<file path="config.mk">
export PLATFORM = sky130hd
export DESIGN_NAME = lsrm_ctrl
export DESIGN_NICKNAME = d
export VERILOG_FILES = /design/src/lsrm_pkg.sv /design/src/lsrm_ctrl.sv
export SDC_FILE = /design/constraint.sdc
export NUM_CORES = 1
export LEC_CHECK = 0
export BUFFER_PORTS_ARGS = -buffer_cell sky130_fd_sc_hd__buf_2
export CAP_MARGIN = 20
export CORE_AREA = 2 2 47 49
export CTS_BUF_LIST = sky130_fd_sc_hd__clkbuf_8
export DETAILED_ROUTE_END_ITERATION = 8
export DIE_AREA = 0 0 49 51
export PLACE_DENSITY_LB_ADDON = 0.08
export SYNTH_ARGS = -nofsm -noshare
export SYNTH_HDL_FRONTEND = slang
export SYNTH_SLANG_ARGS = --single-unit
</file>
<file path="constraint.sdc">
create_clock -name clock -period 2.82 [get_ports clock]
set_input_delay 0.141 -clock clock [delete_from_list [all_inputs] [get_ports clock]]
set_output_delay 0.141 -clock clock [all_outputs]
set_load 0.05 [all_outputs]
</file>
<file path="src/lsrm_pkg.sv">
package lsrm_pkg;
   localparam int unsigned RingSlotsDefault   = 16;
   localparam int unsigned HeaderBytesDefault = 4096;
   localparam int unsigned FooterBytesDefault = 4096;

   typedef enum logic [2:0] {
      ST_EMPTY = 3'd0, ST_READY = 3'd1, ST_ACTIVE = 3'd2, ST_SEALED = 3'd3,
      ST_RECYCLABLE = 3'd4
   } slot_state_type;

   typedef enum logic [2:0] {
      MODE_APPEND = 3'd0, MODE_ROTATE = 3'd1, MODE_SEAL = 3'd2, MODE_RELEASE = 3'd3,
      MODE_PRECREATE = 3'd4
   } mode_type;

   typedef enum logic [2:0] {
      STS_OK = 3'd0, STS_ROTATE = 3'd1, STS_NO_READY = 3'd2, STS_NO_ACTIVE = 3'd3,
      STS_NONE = 3'd4
   } status_type;

   localparam logic [1:0] REG_SIZE = 2'd0;
   localparam logic [1:0] REG_USED = 2'd1;
   localparam logic [1:0] REG_TARGET = 2'd2;

   typedef enum logic [3:0] {
      FSM_IDLE, FSM_DISPATCH, FSM_ACT_SCAN, FSM_APPEND, FSM_REL_SCAN,
      FSM_EMPTY_SCAN, FSM_RECY_SCAN, FSM_CREATE, FSM_SEAL, FSM_DONE
   } fsm_type;

   // controller to datapath commands
   typedef struct packed {
      logic load;        // capture request
      logic scan_clear;  // restart scan index
      logic scan_step;   // advance scan index
      logic activate;    // activate scanned slot
      logic do_append;   // append to active slot
      logic release_one; // release scanned slot if eligible
      logic pick_recy;   // track best recyclable
      logic create;      // create chosen slot
      logic seal;        // seal active slot
      logic set_status;
      status_type status;
      logic rpt_active;  // report active slot
      logic rpt_pos;     // report position too
      logic rpt_sealed;  // report the slot just sealed
      logic out_load;    // move result to output register
   } cmd_type;

   typedef struct packed {
      logic       scan_last;
      logic       scan_ready;
      logic       scan_empty;
      logic       have_active;
      logic       best_valid;
      logic       can_create;
   } sts_type;
endpackage

</file>
<file path="src/lsrm_ctrl.sv">
module lsrm_ctrl
   import lsrm_pkg::*;
(
   input  logic          clock,
   input  logic          reset,
   input  logic          req_go,
   input  logic [2:0]    req_mode,
   input  logic          out_free,
   input  sts_type       sts,
   output logic          busy,
   output cmd_type       cmd
);
   fsm_type state_ff, state_in;
   mode_type mode_ff, mode_in;

   always_ff @(posedge clock) begin
      if (reset) begin
         state_ff <= FSM_IDLE;
         mode_ff  <= MODE_APPEND;
      end else begin
         state_ff <= state_in;
         mode_ff  <= mode_in;
      end
   end

   always_comb begin
      state_in = state_ff;
      mode_in  = mode_ff;
      cmd = '0;
      cmd.status = STS_OK;
      busy = 1'b1;
      case (state_ff)
         FSM_IDLE: begin
            busy = 1'b0;
            if (req_go) begin
               cmd.load = 1'b1;
               mode_in = mode_type'(req_mode);
               state_in = FSM_DISPATCH;
            end
         end
         FSM_DISPATCH: begin
            cmd.scan_clear = 1'b1;
            case (mode_ff)
               MODE_APPEND:
                  state_in = sts.have_active ? FSM_APPEND : FSM_ACT_SCAN;
               MODE_ROTATE, MODE_SEAL: begin
                  if (!sts.have_active) begin
                     cmd.set_status = 1'b1;
                     cmd.status = STS_NO_ACTIVE;
                     state_in = FSM_DONE;
                  end else begin
                     state_in = FSM_SEAL;
                  end
               end
               MODE_RELEASE: state_in = FSM_REL_SCAN;
               MODE_PRECREATE: begin
                  if (!sts.can_create) begin
                     cmd.set_status = 1'b1;
                     cmd.status = STS_NONE;
                     state_in = FSM_DONE;
                  end else begin
                     state_in = FSM_EMPTY_SCAN;
                  end
               end
               default: state_in = FSM_DONE;
            endcase
         end
         FSM_SEAL: begin
            cmd.seal = 1'b1;
            if (mode_ff == MODE_SEAL) begin
               cmd.rpt_sealed = 1'b1;
               state_in = FSM_DONE;
            end else begin
               state_in = FSM_ACT_SCAN;
            end
         end
         FSM_ACT_SCAN: begin
            if (sts.scan_ready) begin
               cmd.activate = 1'b1;
               state_in = (mode_ff == MODE_APPEND) ? FSM_APPEND : FSM_DONE;
               if (mode_ff != MODE_APPEND) begin
                  cmd.rpt_active = 1'b1;
                  cmd.rpt_pos = 1'b1;
               end
            end else if (sts.scan_last) begin
               cmd.set_status = 1'b1;
               cmd.status = STS_NO_READY;
               state_in = FSM_DONE;
            end else begin
               cmd.scan_step = 1'b1;
            end
         end
         FSM_APPEND: begin
            cmd.do_append = 1'b1;
            cmd.rpt_active = 1'b1;
            cmd.rpt_pos = 1'b1;
            state_in = FSM_DONE;
         end
         FSM_REL_SCAN: begin
            cmd.release_one = 1'b1;
            if (sts.scan_last) state_in = FSM_DONE;
            else cmd.scan_step = 1'b1;
         end
         FSM_EMPTY_SCAN: begin
            if (sts.scan_empty) begin
               state_in = FSM_CREATE;
            end else if (sts.scan_last) begin
               cmd.scan_clear = 1'b1;
               state_in = FSM_RECY_SCAN;
            end else begin
               cmd.scan_step = 1'b1;
            end
         end
         FSM_RECY_SCAN: begin
            cmd.pick_recy = 1'b1;
            if (sts.scan_last) state_in = FSM_CREATE;
            else cmd.scan_step = 1'b1;
         end
         FSM_CREATE: begin
            if (mode_ff == MODE_PRECREATE && !sts.scan_empty && !sts.best_valid) begin
               cmd.set_status = 1'b1;
               cmd.status = STS_NONE;
            end else begin
               cmd.create = 1'b1;
            end
            state_in = FSM_DONE;
         end
         FSM_DONE: begin
            if (out_free) begin
               cmd.out_load = 1'b1;
               state_in = FSM_IDLE;
            end
         end
         default: state_in = FSM_IDLE;
      endcase
   end
endmodule

</file>
=== Yosys cells after proc, flatten, opt, wreduce, memory -nomap -nowiden ===
Cells that the tools add are included.

* Bits in registers: 7
* Memory bits (writable): 0
* Bits in latches: 0
* Word-level logic and storage cells: 76
* Memories kept: 0
* Memory bits (read-only): 0
* Output and inout bits: 18
* Bits of input ports: 13

* Eq/ne operators: 17
* Divide/modulo/power cells: 0
* Bitwise gates (word level): 0
* Mux-type cells: 45
* Add/sub/neg operators: 0
* $lt $le $gt $ge: 0
* Multiply operators: 0
* Shifts and indexed selects: 0
* Reductions and logical operators: 12

{| class="wikitable"
|+ Operators by type and width
! operator !! count
|-
| two-way mux 4 bit || 15
|-
| case mux 4 bit (9 select lines) || 1
|-
| two-way mux 1 bit || 20
|-
| == test 4 x 3 -> 1 bit (second input constant) || 4
|-
| case mux 4 bit (4 select lines) || 1
|-
| case mux 4 bit (3 select lines) || 1
|-
| == test 4 x 2 -> 1 bit (second input constant) || 2
|-
| == test 4 bit (second input constant) || 2
|-
| case mux 4 bit (2 select lines) || 1
|-
| == test 3 x 2 -> 1 bit (second input constant) || 2
|-
| two-way mux 2 bit || 3
|-
| inequality test 2 bit (second input constant) || 3
|-
| OR reduction 2 bit || 3
|-
| == test 4 x 1 -> 1 bit (second input constant) || 1
|-
| zero test 4 bit || 1
|-
| case mux 2 bit (2 select lines) || 1
|-
| AND reduction 4 bit || 1
|-
| == test 3 x 1 -> 1 bit (second input constant) || 1
|-
| == test 3 bit (second input constant) || 1
|-
| zero test 3 bit || 1
|-
| inequality test 3 bit (second input constant) || 1
|-
| case mux 1 bit (3 select lines) || 1
|-
| nonzero test 3 bit || 1
|-
| logical AND 1 bit || 2
|-
| other kinds (3) || 4
|}

=== Depth between registers and ports, before layout ===
* Depth in word-level cells: 5
* Depth in mapped cells: 6
* Depth with buffers taken out: 5

=== Least setup slack after synthesis ===
OpenSTA, ideal clock, no wires.

* Path type: reg-to-output
* Start: register state_ff[2]
* End: output port cmd[7] (netlist bit)
* Required time: 2.679 ns
* Stages on the path, launching flop included: 6
* Data arrival time: 2.724 ns
* Path slack: -0.045 ns
* Path buffers: 0
* Cells stage by stage: dfxtp_1 -> nor2_1 -> nand2_1 -> nor4_2 -> or2_1 -> or2_1

{| class="wikitable"
|+ RTL lines
! element !! RTL line !! source
|-
| start, declared || lsrm_ctrl.sv:13 || <nowiki>fsm_type state_ff, state_in;</nowiki>
|-
| start signal, assigned || lsrm_ctrl.sv:21 || <nowiki>state_ff <= state_in;</nowiki>
|-
| end, declared || lsrm_ctrl.sv:11 || <nowiki>output cmd_type cmd</nowiki>
|}

==> run metrics <==
Synth Area in Adders=0%; syn_nets=121; main combinational cell family by area after synthesis=simple AND/OR/NAND/NOR gates; input/output buffers=30; placed cells=about 160; Area Growth Syn to Fin=24.9%; post-layout util=a little under half; Synth Instances=~110; Die Wd=around 50 µm; WL final=between 2000 and 2500 µm; dpl ws=between 0.8 and 0.9 ns; max-slew violations=0; ys flop type=dfxtp_1; Worst Path Arrival=2.07 ns; Routed Antenna Nets=0; Die H=51 µm; xor/xnor share of the synthesized area=between 1 and 1.5%; Total Die Area=about 2500 µm²; grt total ovfl=0; initial core utilization=roughly 37%; via count=roughly 860; final hold violations=0; GP Congestion=a little over 0.8; CP max FO=14; Non-Filler Instances=approximately 160; Min-Delay Path Class=in2reg; Core Area=2060 µm²; WP buf/inv=1; Synth Warn #=0; Avg Cell Area, Syn=6.97 µm²; Int Pwr=0.391 mW; hpwl dp=roughly 1600 µm; placement-stage cell area=~900 µm²; Layout Nets=around 150; initial antenna violation count=0; setup bufs post-CTS=0; Cell Rows=17; critical path cell sequence=nor2b_1 -> nand3_1 -> o32ai_1 -> and3_1 -> or2_1 -> buf_2; Combinational Power Share=between 60% and 70%; Via density=between 5 and 6; clk_lat worst skew=about 0.22 ns; Flop pwr share=between 20% and 30%; FF/Latch Area=about 140 µm²; CTS Hold Buffers Added=0; min Tclk post-route=roughly 2.2 ns; drt pass-1 iters=4; crit end category=output pin; synthesis-stage register bit count=7; mux cell area share after synthesis=approximately 4.0%; period utilisation layout=78.2%; GRT Overall Usage=17.5%; worst-margin pin slew=between 0.4 and 0.5 ns; Design Area, Final=about 940 µm²; Worst path slowest cell=dfxtp_1; Synth Cell Area=approximately 750 µm²; largest net degree at the start of global routing=16; Worst slew margin=about two thirds; WS Path Type=reg2out; Power Dens Cells=between 900 and 1000 nW/µm²; Pwr Total=0.889 mW; TritonCTS clock tree=yes; # IOs=31; clk sinks=7; CTS Buffer Depth=2; post-synth cell types=44; ANT cells=0; setup ws final=0.613 ns; sequential fraction of the synthesis area=between 10% and 20%; Post-synth EDFFs=0; clock network power share=14.9%; post_cts resized=0; Post-Synth Simple-Gate Area=between 40% and 50%; NetSw=around 0.5 mW; drt wl/cell=between 10 and 15 µm; Clk Tree Root Cell=clkbuf_8; CTS clock-pin slew for the worst setup and hold paths=~0.04 ns; post-synthesis compound-gate area fraction=between 20% and 30%; CTS H-tree lvls=1; Num CTS Buffers=3; # fillers=224; Post-route DRC=0; Pleak=between 0.4 and 0.5 nW; MaxCap Viol Count=0; final setup fails=0; CP top delay family=simple AND/OR/NAND/NOR gates; area of the multi-input gates=about 540 µm²; Net Sw Frac=between 50% and 60%; status=complete, no violations; startpoint types=register; Post-synth ARST share=0%; setup TNS=0 ns; share of cells above drive strength 1=between 30 and 40%; CP required=around 2.7 ns; peak supply drop=approximately 0.00048 V; first-pass GRT wire length=between 3000 and 4000 µm; Clock Skew=about 0.00036 ns; Slowest Stage Delay on Critical Path=~0.62 ns; final hold slack=0.152 ns; First DRT Iteration DRCs=18; vias in the first global route=790; Max Fclk=453 MHz; RSZ-0062 raised after global routing=no
==> synth_stat cells (2+ instances only) <==
library cell	instances	area (µm²)
dfxtp_1	7	140
buf_4	2	15.0
o21ai_0	4	20.0
and2_1	3	18.8
o32ai_1	2	17.5
or2_1	2	12.5
mux2i_1	3	30.0
nor2b_1	3	18.8
buf_2	2	10.0
nor3_1	10	50.1
nand2_1	5	18.8
inv_1	8	30.0
nand3_1	6	30.0
a31oi_1	2	12.5
a21oi_1	9	45.0
nor2_1	12	45.0
==> worst min-delay path: stages <==
cell	delay [ns]
buf_2	0.08
mux2i_1	0.05
nor2_1	0.07
==> per-layer routing <==
layer / global-route usage, % / wire length (µm) / vias to the layer above
li1: - / - / 441
met5: 0 / 0 / -
met1: 23.4 / 947 / 388
met3: 2.34 / 97 / 2
met2: 29.0 / 959 / 24
met4: 5.71 / 8 / 0
==> area by class of cell <==
| class | instances | share of cell area [%] |
|---|---|---|
| timing repair buffer | 30 | 16.0 |
| tap | 28 | 3.72 |
| clock buffer | 3 | 4.39 |
| inverter | 9 | 3.59 |
| multi-input combinational | 84 | 57.0 |
| clock inverter | 1 | 0.399 |
| sequential | 7 | 14.9 |
==> worst paths after layout <==
kind / startpoint / to / slack (ns) / cells after the start
min reg2reg: mode_ff[0] / mode_ff[0] / 0.59 / 2
max reg2reg: state_ff[1] / state_ff[0] / 1.00 / 5
max: state_ff[2] / cmd[7] / 0.61 / 6
min: req_mode[0] / mode_ff[0] / 0.15 / 3
==> cell families (layout without fill, tap and decap cells) <==
group	count (synthesis)	after routing
muxes	3	3
DFF	7	7
and+or+nand+nor	53	53
xor gates and xnor gates	1	1
buffers and inverters	17	43
AOI/OAI and AO/OA	27	27
==> power groups by stage <==
stage,clock network (mW),logic (mW),registers (mW)
after CTS,0.136,0.558,0.201
final,0.132,0.553,0.203
after global placement,0,0.561,0.202
after global routing,0.142,0.603,0.215
after detailed placement,0,0.557,0.202
after floorplan,0,0.512,0.150
==> cell usage in the layout (no fill, tap or decap), types with 2 or more instances in the layout <==
cell,netlist,routed
a21oi_1,9,9
a31oi_1,2,2
o21ai_0,4,4
inv_1,8,9
o32ai_1,2,2
mux2i_1,3,3
and2_1,3,3
buf_2,2,30
or2_1,2,2
nor2_1,12,12
clkbuf_8,0,3
nor3_1,10,10
dfxtp_1,7,7
nor2b_1,3,3
nand3_1,6,6
nand2_1,5,5
==> flip-flops by register name (all words and copies together), names as in the netlist <==
signal    count
state_ff      4
mode_ff       3
(Power assumes the default switching activity.)
